[config.mk]
export PLATFORM = sky130hd
export DESIGN_NAME = binary_to_decimal_ascii_top
export DESIGN_NICKNAME = d
export VERILOG_FILES = /design/src/rtl/b2da_pkg.sv /design/src/rtl/binary_to_decimal_ascii_top.sv /design/src/rtl/b2da_dabble_unit.sv
export SDC_FILE = /design/constraint.sdc
export NUM_CORES = 1
export LEC_CHECK = 0
export BUFFER_PORTS_ARGS = -buffer_cell sky130_fd_sc_hd__buf_2
export CORE_MARGIN = 3
export CORE_UTILIZATION = 30
export DETAILED_ROUTE_END_ITERATION = 10
export GPL_ROUTABILITY_DRIVEN = 0
export PLACE_DENSITY = 0.54
export SETUP_SLACK_MARGIN = 0.2
export SYNTH_ARGS = -nofsm -noshare
export SYNTH_HDL_FRONTEND = slang
export SYNTH_HIERARCHICAL = 1
export SYNTH_SLANG_ARGS = --single-unit
[constraint.sdc]
create_clock -name clk_i -period 3.7 [get_ports clk_i]
set_input_delay 0.185 -clock clk_i [delete_from_list [all_inputs] [get_ports clk_i]]
set_output_delay 0.185 -clock clk_i [all_outputs]
set_load 0.005 [all_outputs]
[src/rtl/b2da_pkg.sv]
// Shared constants and types for the binary to decimal ASCII converter.
package b2da_pkg;

  localparam int unsigned VALUE_BITS_DEFAULT = 32;
  localparam int unsigned FIELD_BITS         = 32;
  localparam int unsigned DIGIT_CODE_BITS    = 6;
  localparam int unsigned DIGIT_BITS         = 4;
  localparam int unsigned MAX_DIGITS         = 10;
  localparam int unsigned BCD_BITS           = MAX_DIGITS * DIGIT_BITS;
  localparam int unsigned REM_W              = $clog2(MAX_DIGITS + 1);

  localparam logic [DIGIT_CODE_BITS-1:0] ASCII_ZERO = DIGIT_CODE_BITS'(48);
  localparam logic [DIGIT_BITS-1:0]      DABBLE_LIMIT = DIGIT_BITS'(5);
  localparam logic [DIGIT_BITS-1:0]      DABBLE_ADJ   = DIGIT_BITS'(3);

  typedef enum logic [2:0] {
    ST_IDLE = 3'b001,
    ST_CONV = 3'b010,
    ST_EMIT = 3'b100
  } state_e;

endpackage

[src/rtl/binary_to_decimal_ascii_top.sv]
// Top level of the binary to decimal ASCII converter.
//
// Input channel: value_i with valid_i/ready_o. One beat carries an unsigned
// number; only its low VALUE_BITS bits (at most the 32-bit field) count.
// Output channel: digit_code_o/last_digit_o with valid_o/ready_i. One beat per
// decimal digit, most significant first, leading zeros dropped; zero gives a
// single '0'. last_digit_o marks the final digit of a value.
// Sequence: a load step, then one shift-add-3 step through the shared dabble
// unit for each of the min(VALUE_BITS,32) converted bits, then a scan over the
// ten digit positions, emitting one digit or skipping one leading zero per step.
// ready_o is high only while idle; a new value may be taken while the last
// digit of the previous one still waits in the output register.
// A receiver stall holds the output register and the scan at a digit to emit.
// Reset empties the output register and returns the sequencer to idle.
module binary_to_decimal_ascii_top #(
  parameter int unsigned VALUE_BITS = b2da_pkg::VALUE_BITS_DEFAULT
) (
  input  logic                                 clk_i,
  input  logic                                 rst_ni,
  input  logic                                 valid_i,
  output logic                                 ready_o,
  input  logic [b2da_pkg::FIELD_BITS-1:0]      value_i,
  output logic                                 valid_o,
  input  logic                                 ready_i,
  output logic [b2da_pkg::DIGIT_CODE_BITS-1:0] digit_code_o,
  output logic                                 last_digit_o
);

  localparam int unsigned CONV_BITS =
    (VALUE_BITS < b2da_pkg::FIELD_BITS) ? VALUE_BITS : b2da_pkg::FIELD_BITS;
  localparam int unsigned CNT_W = $clog2(CONV_BITS + 1);

  b2da_pkg::state_e state_q, state_d;

  logic [CONV_BITS-1:0]               bin_q, bin_d;
  logic [b2da_pkg::BCD_BITS-1:0]      bcd_q, bcd_d, bcd_step;
  logic [CNT_W-1:0]                   cnt_q, cnt_d;
  logic [b2da_pkg::REM_W-1:0]         rem_q, rem_d;
  logic                               started_q, started_d;
  logic                               out_valid_q, out_valid_d;
  logic [b2da_pkg::DIGIT_CODE_BITS-1:0] code_q, code_d;
  logic                               last_q, last_d;
  logic [b2da_pkg::DIGIT_BITS-1:0]    top_digit;
  logic                               skip;
  logic                               slot_free;

  b2da_dabble_unit u_dabble (
    .bcd_i (bcd_q),
    .bit_i (bin_q[CONV_BITS-1]),
    .bcd_o (bcd_step)
  );

  assign top_digit = bcd_q[b2da_pkg::BCD_BITS-1 -: b2da_pkg::DIGIT_BITS];
  assign skip      = !started_q && (top_digit == '0) && (rem_q != b2da_pkg::REM_W'(1));
  assign slot_free = !out_valid_q || ready_i;

  always_comb begin
    state_d     = state_q;
    bin_d       = bin_q;
    bcd_d       = bcd_q;
    cnt_d       = cnt_q;
    rem_d       = rem_q;
    started_d   = started_q;
    out_valid_d = out_valid_q && !ready_i;
    code_d      = code_q;
    last_d      = last_q;

    case (state_q)
      b2da_pkg::ST_IDLE: begin
        if (valid_i) begin
          bin_d     = value_i[CONV_BITS-1:0];
          bcd_d     = '0;
          cnt_d     = CNT_W'(CONV_BITS);
          rem_d     = b2da_pkg::REM_W'(b2da_pkg::MAX_DIGITS);
          started_d = 1'b0;
          state_d   = b2da_pkg::ST_CONV;
        end
      end
      b2da_pkg::ST_CONV: begin
        bcd_d = bcd_step;
        bin_d = bin_q << 1;
        cnt_d = cnt_q - CNT_W'(1);
        if (cnt_q == CNT_W'(1)) begin
          state_d = b2da_pkg::ST_EMIT;
        end
      end
      b2da_pkg::ST_EMIT: begin
        if (skip) begin
          bcd_d = bcd_q << b2da_pkg::DIGIT_BITS;
          rem_d = rem_q - b2da_pkg::REM_W'(1);
        end else if (slot_free) begin
          out_valid_d = 1'b1;
          code_d      = b2da_pkg::ASCII_ZERO + b2da_pkg::DIGIT_CODE_BITS'(top_digit);
          last_d      = (rem_q == b2da_pkg::REM_W'(1));
          started_d   = 1'b1;
          bcd_d       = bcd_q << b2da_pkg::DIGIT_BITS;
          rem_d       = rem_q - b2da_pkg::REM_W'(1);
          if (rem_q == b2da_pkg::REM_W'(1)) begin
            state_d = b2da_pkg::ST_IDLE;
          end
        end
      end
      default: begin
        state_d = b2da_pkg::ST_IDLE;
      end
    endcase
  end

  always_ff @(posedge clk_i or negedge rst_ni) begin
    if (!rst_ni) begin
      state_q     <= b2da_pkg::ST_IDLE;
      out_valid_q <= 1'b0;
      cnt_q       <= '0;
      rem_q       <= '0;
      started_q   <= 1'b0;
    end else begin
      state_q     <= state_d;
      out_valid_q <= out_valid_d;
      cnt_q       <= cnt_d;
      rem_q       <= rem_d;
      started_q   <= started_d;
    end
  end

  always_ff @(posedge clk_i) begin
    bin_q  <= bin_d;
    bcd_q  <= bcd_d;
    code_q <= code_d;
    last_q <= last_d;
  end

  assign ready_o      = (state_q == b2da_pkg::ST_IDLE);
  assign valid_o      = out_valid_q;
  assign digit_code_o = code_q;
  assign last_digit_o = last_q;

endmodule

[src/rtl/b2da_dabble_unit.sv]
// One shift-add-3 step: correct every BCD digit, then shift in the next binary bit.
module b2da_dabble_unit (
  input  logic [b2da_pkg::BCD_BITS-1:0] bcd_i,
  input  logic                          bit_i,
  output logic [b2da_pkg::BCD_BITS-1:0] bcd_o
);

  logic [b2da_pkg::BCD_BITS-1:0] adj;

  always_comb begin
    for (int i = 0; i < int'(b2da_pkg::MAX_DIGITS); i++) begin
      if (bcd_i[i*b2da_pkg::DIGIT_BITS +: b2da_pkg::DIGIT_BITS] >= b2da_pkg::DABBLE_LIMIT) begin
        adj[i*b2da_pkg::DIGIT_BITS +: b2da_pkg::DIGIT_BITS] =
          bcd_i[i*b2da_pkg::DIGIT_BITS +: b2da_pkg::DIGIT_BITS] + b2da_pkg::DABBLE_ADJ;
      end else begin
        adj[i*b2da_pkg::DIGIT_BITS +: b2da_pkg::DIGIT_BITS] =
          bcd_i[i*b2da_pkg::DIGIT_BITS +: b2da_pkg::DIGIT_BITS];
      end
    end
  end

  assign bcd_o = {adj[b2da_pkg::BCD_BITS-2:0], bit_i};

endmodule

==> results.toml <==
[outcome]
outcome = "finished, final reports clean"

[pwr]
seqPwrFrac_pct = 54.9
power_mw = 2.02
power_density_mw_per_mm2 = 358
share_comb_of_total_power_pct = 1.2
intPower_mw = 1.59
switchingPower_uw = 428
clock_power_share_pct = 43.9
switching_share_pct = 21.2
p_leak_nw = 2.48
ir_drop_v = 0.000210

[place]
numPortBuffers = 42
placed_area_mm2 = 0.00534
dp_hpwl_mm = 5.73

[drt]
routed_wl_mm = 8.64
drt_pass1_iterations = 4
ant_nets = 0
num_vias = 3298
viasPerCell = 4.53
drc = 0
wl_per_cell_um = 11.9
drt-initial-drc-count = 109

[logic_synthesis]
async_reset_ff_share_pct = 16.3
synthTopCellsByCount = "nand2_1 (141), edfxtp_1 (77), a22o_1 (36), ha_1 (24), inv_1 (24)"
synth_area_mm2 = 0.00489
synth-seq-area-share_pct = 55.0
synth_cell_types = 38
yosys.area.top_type = "edfxtp_1"
yosysTopAreaCellShare_pct = 47.3
synth_edf_count = 77
ys_seq_elements = 92
ys.flop_type = "edfxtp_1"
synthCells = 467
synthTopCellsByArea = "edfxtp_1 (47%), nand2_1 (11%), dfrtp_1 (7.2%), a22o_1 (6.4%), ha_1 (6.1%)"
yosys_warnings = 6
syn_avg_cell_area_um2 = 10.5
synth.most_common_cell = "nand2_1"

[global_routing]
antenna_found_initial = 0
grt_pass1_vias = 3282
grt_max_degree = 64
grt_pass1_wl_mm = 15.1
grt_use_total_pct = 10.3
grt-ovfl-total = 0

[die]
fp.dieArea_mm2 = 0.0179
die_w_um = 134
row_count = 46
coreArea_mm2 = 0.0159
start_util_pct = 30.7
io_pins = 45
die_height_um = 134

[layout]
nets = 567
drive_gt1_share_pct = 14.8
antenna_cells = 0
synthToLayoutAreaGrowth_pct = 15.1
final_area_mm2 = 0.00563

[sta]
fin_tns_setup_ns = 0
worstMarginPinSlew_ns = 0.841
setup_violations = 0
hold_violations = 0
slew_violations = 0
relSlewSlack_pct = 43.7
fin_crit_ns = 2.46
clock_skew_ns = 0.00851
max_freq_mhz = 407
rsz0062_at_grt = "no"
finalCritPeriodShare_pct = 66.4

[critical_path]
path_buf_inv = 1
worstPathRequired_ns = 3.68
cp-startpoint = "bcd_q[36]"
crit_family = "simple AND/OR/NAND/NOR gates"
slowest_delay_ns = 0.55
crit_path_top_delay_cell = "or4_4"
critPathCaptureType = "flop"
crit_fanout = 40
worstPathCellList = "or4_4 > or3_1 > nand2_1 > o22a_1 > buf_4"
start_kind = "flop"
crit_type = "flop to flop"
cp_data_arrival_time_ns = 2.43
timing.rr.start = "bcd_q[36]"

[flow_run]
cap_violations = 0

[clocking]
clk_path_buf_depth = 2
cts_tree = "done"
cts-root-buf = "clkbuf_16"
clk_pin_slew_ns = 0.08
htreeDepth = 3
cts-resized-gates = 0
clkLatencyLatePin_ns = 0.35
cts_sinks = 92
cts-buffers-inserted = 9

[hold_path]
hp-class = "input pin to flop"
hp-start = "value_i[15]"
[per-stage QoR]
stage	cells	util [%]	setup slack (ns)	hold slack, ns
2_1_floorplan	468	-	0.374	-0.111
3_3_place_gp	711	33.5	1.26	0.105
3_5_place_dp	711	33.5	1.25	0.113
4_1_cts	728	35.3	1.24	0.0838
5_1_grt	728	35.3	1.12	0.0896
6_report	728	35.3	1.24	0.0984
[layout by cell type (no fill, tap or decap), types with 11 or more instances in the layout]
cell type and count:
nand2_1 141, nand2b_1 22, o21ai_0 13, ha_1 24
o21ai_1 11, xnor2_1 11, edfxtp_1 77, inv_1 24
nor2_1 17, dfrtp_1 14, buf_2 42, mux2i_1 12
a22o_1 36
[path summary, 6_finish.rpt]
path / endpoint / slack, ns / cells past startpoint
max: bcd_q[19] / 1.24 / 5
min: bin_q[15] / 0.1 / 3
max reg2reg: bcd_q[19] / 1.24 / 5
min reg2reg: cnt_q[3] / 0.49 / 1
max in group asynchronous: state_q[0] / 3.12 / 2
min in group asynchronous: cnt_q[2] / 0.28 / 2
[per-layer routing]
metal / part of all wire, % / vias up / routed length (um) / global-route usage, %
li1: - / 1690 / - / -
met1: 49 / 1541 / 4210 / 13.1
met2: 45 / 58 / 3910 / 16.7
met3: 4.4 / 9 / 380 / 3.06
met4: 1.5 / 0 / 131 / 3.43
met5: 0 / - / 0 / 0
[kinds of logic (layout without fill, tap and decap cells)]
logic type | count (synthesis) | in the layout | synth area share (%)
buffers and inverters | 43 | 87 | 3.58
AOI/OAI and AO/OA | 78 | 78 | 12.0
muxes | 12 | 12 | 2.46
xor gates and xnor gates | 14 | 14 | 2.51
other | 1 | 2 | 0.0767
DFF | 92 | 92 | 55.0
and+or+nand+nor | 203 | 203 | 18.2
adders and majority gates | 24 | 24 | 6.14
[flip-flops by register name, indices dropped and copies added (netlist names)]
name          flops
cnt_q             6
state_q           3
bcd_q            40
rem_q             4
digit_code_o      4
started_q         1
last_digit_o      1
bin_q            32
valid_o           1
[power by group through the flow]
stage	registers [mW]	logic (mW)	clock network [mW]
6_report	1.11	0.0233	0.886
5_1_grt	1.11	0.0269	0.953
4_1_cts	1.11	0.0236	0.917
3_5_place_dp	1.13	0.0225	0
3_3_place_gp	1.13	0.0228	0
2_1_floorplan	1.13	0.00253	0
[final cells by class]
| class | count | area (um2) |
|---|---|---|
| fill | 1636 | 10300 |
| sequential | 92 | 2690 |
| multi-input combinational | 333 | 2030 |
| tap | 216 | 270 |
| timing repair buffer | 47 | 263 |
| clock buffer | 9 | 225 |
| inverter | 24 | 90.1 |
| clock inverter | 7 | 57.6 |
[what timing repair did]
item / 4_1_cts / 5_1_grt
setup buffers: 0 / 0
endpoints found under the hold margin: 14 / 0
hold buffers: 1 / 0
[tightest hold or removal path, cell delays in order]
cell	delay [ns]
buf_2	0.07
nand2_1	0.04
nand2_1	0.05
Power figures use the tool's default switching activity.
